$ cat config.mk
export PLATFORM = sky130hd
export DESIGN_NAME = pid_filtered_derivative_unit
export DESIGN_NICKNAME = d
export VERILOG_FILES = /design/src/sv/pidfd_pkg.sv /design/src/sv/pid_filtered_derivative_unit.sv
export SDC_FILE = /design/constraint.sdc
export NUM_CORES = 2
export LEC_CHECK = 0
export BUFFER_PORTS_ARGS = -buffer_cell sky130_fd_sc_hd__buf_4
export CAP_MARGIN = 15
export CORE_UTILIZATION = 60
export CTS_BUF_LIST = sky130_fd_sc_hd__clkbuf_4
export CTS_CLUSTER_DIAMETER = 60
export CTS_CLUSTER_SIZE = 8
export DETAILED_ROUTE_END_ITERATION = 8
export HOLD_SLACK_MARGIN = 0.03
export PLACE_DENSITY = 0.86
export SLEW_MARGIN = 20
export SYNTH_ARGS = -nofsm -noshare
export SYNTH_HDL_FRONTEND = slang
export SYNTH_SLANG_ARGS = --single-unit
export TNS_END_PERCENT = 10
$ cat constraint.sdc
create_clock -name clk -period 11.54 [get_ports clk]
set_input_delay 1.154 -clock clk [delete_from_list [all_inputs] [get_ports clk]]
set_output_delay 1.154 -clock clk [all_outputs]
set_load 0.005 [all_outputs]
$ cat src/sv/pidfd_pkg.sv
// Types and constants for the PID controller with filtered derivative.
`default_nettype none

package pidfd_pkg;

  localparam int DATA_W   = 32;
  localparam int FRAC_W   = 16;
  localparam int DT_W     = 16;
  localparam int ACC_W    = 48;
  localparam int CHUNK_W  = 24;
  localparam int MAC_W    = 96;
  localparam int CFG_IDX_W = 3;

  typedef logic [CFG_IDX_W-1:0] cfg_idx_t;

  localparam cfg_idx_t REG_GAIN_PROP  = 3'd0;
  localparam cfg_idx_t REG_GAIN_INTEG = 3'd1;
  localparam cfg_idx_t REG_GAIN_DERIV = 3'd2;
  localparam cfg_idx_t REG_LIMIT_HIGH = 3'd3;
  localparam cfg_idx_t REG_LIMIT_LOW  = 3'd4;

  localparam logic [DT_W-1:0] DT_MIN_RAW = 16'd7;
  localparam logic signed [DATA_W-1:0] COEF_NEW = 32'sd45875;
  localparam logic signed [DATA_W-1:0] COEF_OLD = 32'sd19661;

  typedef struct packed {
    logic signed [DATA_W-1:0] error_sample;
    logic [DT_W-1:0]          time_step;
  } in_payload_t;

  typedef struct packed {
    logic signed [DATA_W-1:0] drive_value;
    logic                     was_clamped;
  } out_payload_t;

endpackage

`default_nettype wire

$ cat src/sv/pid_filtered_derivative_unit.sv
// A sample is taken only in S_IDLE; in_stall stays high until its result is loaded
// into the output register, so one sample is done before the next is taken. A
// bit-serial divider and a single shared 32x25 multiplier do the math; the divider
// is skipped when the derivative is forced to zero (first sample or time step below
// 7 LSB). Reset: synchronous active-low rst_n clears gains, sets the limits to full
// range, clears the I and D accumulators and arms the first-sample flag.
`default_nettype none

module pid_filtered_derivative_unit (
  input  wire logic                   clk,
  input  wire logic                   rst_n,
  input  wire logic                   in_valid,
  output logic                        in_stall,
  input  wire pidfd_pkg::in_payload_t in_payload,
  output logic                        out_valid,
  input  wire logic                   out_stall,
  output pidfd_pkg::out_payload_t     out_payload,
  input  wire logic                   cfg_wr_en,
  input  wire pidfd_pkg::cfg_idx_t    cfg_index,
  input  wire logic [31:0]            cfg_wdata
);

  typedef enum logic [6:0] {
    S_IDLE     = 7'b0000001,
    S_DIV      = 7'b0000010,
    S_MAC      = 7'b0000100,
    S_DRAIN    = 7'b0001000,
    S_POST     = 7'b0010000,
    S_CLAMP_LO = 7'b0100000,
    S_CLAMP_HI = 7'b1000000
  } state_t;

  typedef enum logic [2:0] {
    PH_DERIV = 3'b001,
    PH_INTEG = 3'b010,
    PH_OUT   = 3'b100
  } phase_t;

  localparam logic [5:0] DIV_LAST = 6'd47;
  localparam logic signed [95:0] MAC_HALF = 96'sd32768;
  localparam logic signed [47:0] ACC_MAX = {1'b0, {47{1'b1}}};
  localparam logic signed [47:0] ACC_MIN = {1'b1, {47{1'b0}}};

  function automatic logic signed [47:0] sat_acc(input logic signed [79:0] v);
    logic signed [47:0] r;
    if (v[79:47] == {33{v[79]}}) begin
      r = v[47:0];
    end else begin
      r = v[79] ? ACC_MIN : ACC_MAX;
    end
    return r;
  endfunction

  state_t state_r, state_nxt;
  phase_t phase_r;
  logic [5:0] cnt_r;
  logic first_r;
  logic prod_vld_r;
  logic out_valid_r;
  pidfd_pkg::out_payload_t out_payload_r;

  logic signed [31:0] gain_prop_r, gain_integ_r, gain_deriv_r, limit_high_r, limit_low_r;
  logic signed [31:0] prev_r, e_r;
  logic signed [47:0] iacc_r, dacc_r, q_r;
  logic [15:0] dt_r, rem_r;
  logic [47:0] num_r;
  logic neg_r;
  logic signed [95:0] prod_r, acc_r;
  logic signed [79:0] x_r, y_r;
  logic lo_hit_r;

  logic signed [32:0] diff;
  logic [32:0] diff_neg;
  logic [31:0] diff_mag;
  logic deriv_skip;
  logic [17:0] trial;
  logic fits;
  logic [15:0] rem_nxt;
  logic [47:0] num_nxt;
  logic signed [31:0] op_a;
  logic signed [47:0] op_b;
  logic half;
  logic signed [24:0] b_part;
  logic signed [56:0] mul_res;
  logic signed [95:0] prod_ext, prod_nxt;
  logic [2:0] mac_last;
  logic acc_init;
  logic signed [79:0] acc_q, isum, lo_ext, hi_ext;
  logic lo_hit, hi_hit, out_free;

  assign diff       = {in_payload.error_sample[31], in_payload.error_sample}
                    - {prev_r[31], prev_r};
  assign diff_neg   = -diff;
  assign diff_mag   = diff[32] ? diff_neg[31:0] : diff[31:0];
  assign deriv_skip = first_r || (in_payload.time_step < pidfd_pkg::DT_MIN_RAW);

  assign trial   = {1'b0, rem_r, num_r[47]} - {2'b00, dt_r};
  assign fits    = !trial[17];
  assign rem_nxt = fits ? trial[15:0] : {rem_r[14:0], num_r[47]};
  assign num_nxt = {num_r[46:0], fits};

  always_comb begin
    op_a = gain_integ_r;
    op_b = iacc_r;
    case (phase_r)
      PH_DERIV: begin
        op_a = cnt_r[1] ? pidfd_pkg::COEF_OLD : pidfd_pkg::COEF_NEW;
        op_b = cnt_r[1] ? dacc_r : q_r;
      end
      PH_INTEG: begin
        op_a = e_r;
        op_b = {32'b0, dt_r};
      end
      PH_OUT: begin
        case (cnt_r[2:1])
          2'd0: begin
            op_a = gain_prop_r;
            op_b = {{16{e_r[31]}}, e_r};
          end
          2'd1: begin
            op_a = gain_deriv_r;
            op_b = dacc_r;
          end
          default: begin
            op_a = gain_integ_r;
            op_b = iacc_r;
          end
        endcase
      end
      default: begin
        op_a = gain_integ_r;
        op_b = iacc_r;
      end
    endcase
  end

  assign half     = cnt_r[0];
  assign b_part   = half ? {op_b[47], op_b[47:pidfd_pkg::CHUNK_W]}
                         : {1'b0, op_b[pidfd_pkg::CHUNK_W-1:0]};
  assign mul_res  = 57'(op_a) * 57'(b_part);
  assign prod_ext = 96'(mul_res);
  assign prod_nxt = half ? (prod_ext <<< pidfd_pkg::CHUNK_W) : prod_ext;

  always_comb begin
    case (phase_r)
      PH_DERIV: mac_last = 3'd3;
      PH_INTEG: mac_last = 3'd1;
      PH_OUT:   mac_last = 3'd5;
      default:  mac_last = 3'd5;
    endcase
  end

  assign acc_q    = acc_r[95:16];
  assign isum     = {{32{iacc_r[47]}}, iacc_r} + {{47{acc_r[48]}}, acc_r[48:16]};
  assign lo_ext   = {{48{limit_low_r[31]}}, limit_low_r};
  assign hi_ext   = {{48{limit_high_r[31]}}, limit_high_r};
  assign lo_hit   = x_r < lo_ext;
  assign hi_hit   = hi_ext < y_r;
  assign out_free = !out_valid_r || !out_stall;

  always_comb begin
    state_nxt = state_r;
    case (state_r)
      S_IDLE: begin
        if (in_valid) begin
          state_nxt = deriv_skip ? S_MAC : S_DIV;
        end
      end
      S_DIV: begin
        if (cnt_r == DIV_LAST) begin
          state_nxt = S_MAC;
        end
      end
      S_MAC: begin
        if (cnt_r[2:0] == mac_last) begin
          state_nxt = S_DRAIN;
        end
      end
      S_DRAIN:    state_nxt = S_POST;
      S_POST:     state_nxt = (phase_r == PH_OUT) ? S_CLAMP_LO : S_MAC;
      S_CLAMP_LO: state_nxt = S_CLAMP_HI;
      S_CLAMP_HI: begin
        if (out_free) begin
          state_nxt = S_IDLE;
        end
      end
      default:    state_nxt = S_IDLE;
    endcase
  end

  assign acc_init = (state_nxt == S_MAC) && (state_r != S_MAC);

  always_ff @(posedge clk) begin
    if (!rst_n) begin
      state_r      <= S_IDLE;
      phase_r      <= PH_INTEG;
      cnt_r        <= '0;
      first_r      <= 1'b1;
      prod_vld_r   <= 1'b0;
      out_valid_r  <= 1'b0;
      prev_r       <= '0;
      iacc_r       <= '0;
      dacc_r       <= '0;
      gain_prop_r  <= '0;
      gain_integ_r <= '0;
      gain_deriv_r <= '0;
      limit_high_r <= 32'sh7FFFFFFF;
      limit_low_r  <= 32'sh80000000;
    end else begin
      state_r    <= state_nxt;
      prod_vld_r <= (state_r == S_MAC);
      if (state_r != state_nxt) begin
        cnt_r <= '0;
      end else if (state_r == S_DIV || state_r == S_MAC) begin
        cnt_r <= cnt_r + 6'd1;
      end
      case (state_r)
        S_IDLE: begin
          if (in_valid) begin
            prev_r  <= in_payload.error_sample;
            first_r <= 1'b0;
            if (deriv_skip) begin
              dacc_r  <= '0;
              phase_r <= PH_INTEG;
            end else begin
              phase_r <= PH_DERIV;
            end
          end
        end
        S_POST: begin
          case (phase_r)
            PH_DERIV: begin
              dacc_r  <= sat_acc(acc_q);
              phase_r <= PH_INTEG;
            end
            PH_INTEG: begin
              iacc_r  <= sat_acc(isum);
              phase_r <= PH_OUT;
            end
            default: ;
          endcase
        end
        default: ;
      endcase
      if (state_r == S_CLAMP_HI && out_free) begin
        out_valid_r <= 1'b1;
      end else if (out_valid_r && !out_stall) begin
        out_valid_r <= 1'b0;
      end
      if (cfg_wr_en) begin
        case (cfg_index)
          pidfd_pkg::REG_GAIN_PROP: begin
            gain_prop_r <= cfg_wdata;
            first_r     <= 1'b1;
          end
          pidfd_pkg::REG_GAIN_INTEG: begin
            gain_integ_r <= cfg_wdata;
            first_r      <= 1'b1;
          end
          pidfd_pkg::REG_GAIN_DERIV: begin
            gain_deriv_r <= cfg_wdata;
            first_r      <= 1'b1;
          end
          pidfd_pkg::REG_LIMIT_HIGH: begin
            limit_high_r <= cfg_wdata;
            first_r      <= 1'b1;
          end
          pidfd_pkg::REG_LIMIT_LOW: begin
            limit_low_r <= cfg_wdata;
            first_r     <= 1'b1;
          end
          default: ;
        endcase
      end
    end
  end

  always_ff @(posedge clk) begin
    prod_r <= prod_nxt;
    if (prod_vld_r) begin
      acc_r <= (phase_r == PH_OUT) ? (acc_r - prod_r) : (acc_r + prod_r);
    end
    if (acc_init) begin
      acc_r <= MAC_HALF;
    end
    case (state_r)
      S_IDLE: begin
        if (in_valid) begin
          e_r   <= in_payload.error_sample;
          dt_r  <= in_payload.time_step;
          neg_r <= diff[32];
          num_r <= {diff_mag, 16'b0};
          rem_r <= '0;
        end
      end
      S_DIV: begin
        num_r <= num_nxt;
        rem_r <= rem_nxt;
        if (cnt_r == DIV_LAST) begin
          q_r <= neg_r ? -num_nxt : num_nxt;
        end
      end
      S_POST: x_r <= acc_q;
      S_CLAMP_LO: begin
        y_r      <= lo_hit ? lo_ext : x_r;
        lo_hit_r <= lo_hit;
      end
      S_CLAMP_HI: begin
        if (out_free) begin
          out_payload_r.drive_value <= hi_hit ? limit_high_r : y_r[31:0];
          out_payload_r.was_clamped <= hi_hit ? (hi_ext != x_r) : lo_hit_r;
        end
      end
      default: ;
    endcase
  end

  assign in_stall    = (state_r != S_IDLE);
  assign out_valid   = out_valid_r;
  assign out_payload = out_payload_r;

endmodule

`default_nettype wire

==> results_dict.tcl <==
set metrics [dict create \
    max-slew-margin-rel 0.0895 \
    cts_tree "done" \
    worst_pin_slew_ns 1.36 \
    hp-start "in_payload[18]" \
    finalSetupViolCount 0 \
    clock_path_buffers 3 \
    viasPerCell 6.30 \
    nets 10500 \
    synth_top_area_share 0.205 \
    route.detailed.drc 14 \
    avgSynthCellArea_um2 8.77 \
    hold_viol 0 \
    fmax_ghz 0.0889 \
    synth_cells 9168 \
    grt_setup_unrepaired "false" \
    drtPass1Iterations 9 \
    multi_input_area_mm2 0.0541 \
    portBuffers 122 \
    synth_async_sr_flop_share 0 \
    synth_common_cells "inv_1 (1183), nand2_1 (1156), fa_1 (823)" \
    ys_types 93 \
    clk_latency_ns 1.18 \
    fill_cells 10800 \
    worstHoldPathType "in2reg" \
    finalMaxSlewViolations 0 \
    die_h_um 368 \
    synth_nets 10600 \
    synth_fa_ha_area_frac 0.285 \
    grt_overflow 0 \
    gp_congestion 1.10 \
    cp-start-kind "flop" \
    cp_max_fo 31 \
    cts.clk_slew.worst_paths_ns 0.11 \
    post-synth-top-count-cell "inv_1" \
    seq_area_mm2 0.0204 \
    maxCapViolCount 0 \
    ys_seq_area_frac 0.253 \
    final_layout_size_suffix_gt1_frac 0.0820 \
    synth_top_family_by_area "adder cells" \
    hold_buffers 0 \
    antenna_found_initial 10 \
    synth_area_leader_cell "fa_1" \
    crit_arrival_ns 12.20 \
    synth_warnings 0 \
    skew_ns 0.167 \
    htree_levels 3 \
    grt_pass1_wl_mm 402 \
    crit_path_end_kind "flop" \
    cts_buffers 119 \
    rows 133 \
    drt_iter0_drc 8507 \
    die_x_um 368 \
    cts_root_buffer "clkbuf_4" \
    wl_per_cell_um 24.3 \
    start_util 0.609 \
    synth_ff_type "dfxtp_1" \
    synth_edf_count 355 \
    synth_area_leaders "fa_1 (20%), edfxtp_1 (13%), dfxtp_1 (12%)" \
    ant_nets 0 \
    startpoint "cnt_r[1]" \
    synth_compound_area_frac 0.157 \
    core_area_mm2 0.132 \
    cts_sinks 839 \
    violations "design-rule violations" \
    dr_total_vias 69000 \
    required_ns 12.50 \
    yosys.area_share.simple 0.153 \
    ioPinCount 123 \
    cp_slowest_stage_delay_ns 1.00 \
    hold_path_depth 1 \
    worstReg2RegStart "cnt_r[1]" \
    grt_pass1_vias 67200 \
    wirelength_mm 267 \
    finalSetupTns_ns 0 \
    synth-xor-area-share 0.0431 \
    worstRegToRegCells 31 \
    finalCriticalPeriod_ns 11.25 \
    dieArea_mm2 0.135 \
    area_growth_pct 5.57 \
    period_share 0.975 \
    grt_start_max_net_pins 137 \
    crit_slowest_cell "a211oi_1" \
    synthMuxAreaShare 0.0307 \
    cpMostUsedCell "fa_1" \
    ff2ff_setup_slack_ns 0.29 \
    syn_area_mm2 0.0804 \
    ys_ff_latch 839 \
    status "finished, violations left" \
    path_class "reg2reg" \
    dp_hpwl_mm 210 \
    gr-usage-all-layers 0.391 \
]
[final timing paths]
path           endpoint
min              e_r[2]
min reg2reg  prev_r[19]
max          prod_r[59]
max reg2reg  prod_r[59]
[layout by cell type (no fill, tap or decap), types with 108 or more instances in the layout]
master and instances:
xnor2_1 234, nor2_1 761, a21oi_1 517, nand2_1 1151, ha_1 510, o21ai_0 367, nand3_1 138, inv_1 1183
nand4_1 108, a21o_1 238, buf_4 284, clkbuf_4 185, a21boi_0 233, mux2_2 133, edfxtp_1 355, xor2_1 162
dfxtp_1 479, fa_1 823
[cell type report]
cell class              instances  area share
multi-input cells            6675       0.637
flip-flops and latches        839       0.240
inverters                    1188      0.0525
well taps                    1755      0.0259
repair buffers                287      0.0257
clock buffers                 185      0.0164
clock inverters                17     0.00214
diodes                         12    0.000354
[flip-flops by register name, indices dropped and copies added (netlist names), 3 cells and up]
name and flops:
y_r 80, q_r 48, phase_r 3, iacc_r 48, num_r 48, gain_integ_r 32, gain_prop_r 32, state_r 7
rem_r 16, cnt_r 6, x_r 80, out_payload 33, limit_low_r 32, prod_r 81, prev_r 32, e_r 32
gain_deriv_r 32, acc_r 96, dt_r 16, limit_high_r 32, dacc_r 48
[worst max-delay path: cells and delay by family (launching register included)]
family                   cells  cell delay [ns]
AO/OA/AOI/OAI               12             4.26
multiplexers                 1             0.26
buffers and inverters        8             1.53
AND/OR/NAND/NOR              2             0.19
adder cells (fa/ha/maj)      8             4.05
flip-flops                   1             0.66
[metrics by stage]
step / setup WS (ns) / cell area [µm²] / utilization / hold WS (ns) / std cells
floorplan: 1.98 / 80400 / - / 0.439 / 9168
global placement: 0.764 / 83200 / 0.630 / 0.449 / 10700
detailed placement: 0.586 / 83200 / 0.630 / 0.458 / 10700
CTS: 0.540 / 84800 / 0.642 / 0.113 / 10900
global route: 0.0788 / 84900 / 0.642 / 0.119 / 11000
finish: 0.294 / 84900 / 0.642 / 0.201 / 11000
[layer usage]
metal / global-route usage / vias to the layer above / share of wire
met5: 0 / - / 0.00078
met4: 0.186 / 8 / 0.057
met3: 0.140 / 839 / 0.14
met2: 0.570 / 4169 / 0.42
met1: 0.515 / 33400 / 0.38
li1: - / 30600 / -
[repair_timing]
item	4_1_cts	5_1_grt
setup buffers	0	0
setup endpoints to repair	0	27
gates resized for setup	0	4
[logic make-up (layout without fill, tap and decap cells)]
family / count (synthesis) / in the layout
and+or+nand+nor: 2756 / 2756
AOI/OAI and AO/OA: 1954 / 1954
buffers and inverters: 1654 / 1677
adders and majority gates: 1339 / 1339
DFF: 839 / 839
xor gates and xnor gates: 396 / 396
muxes: 230 / 230
other: 0 / 12
Power is left out: the tool's default activity adds up to more than one toggle a clock period on the data nets, which glitch-free logic cannot reach.
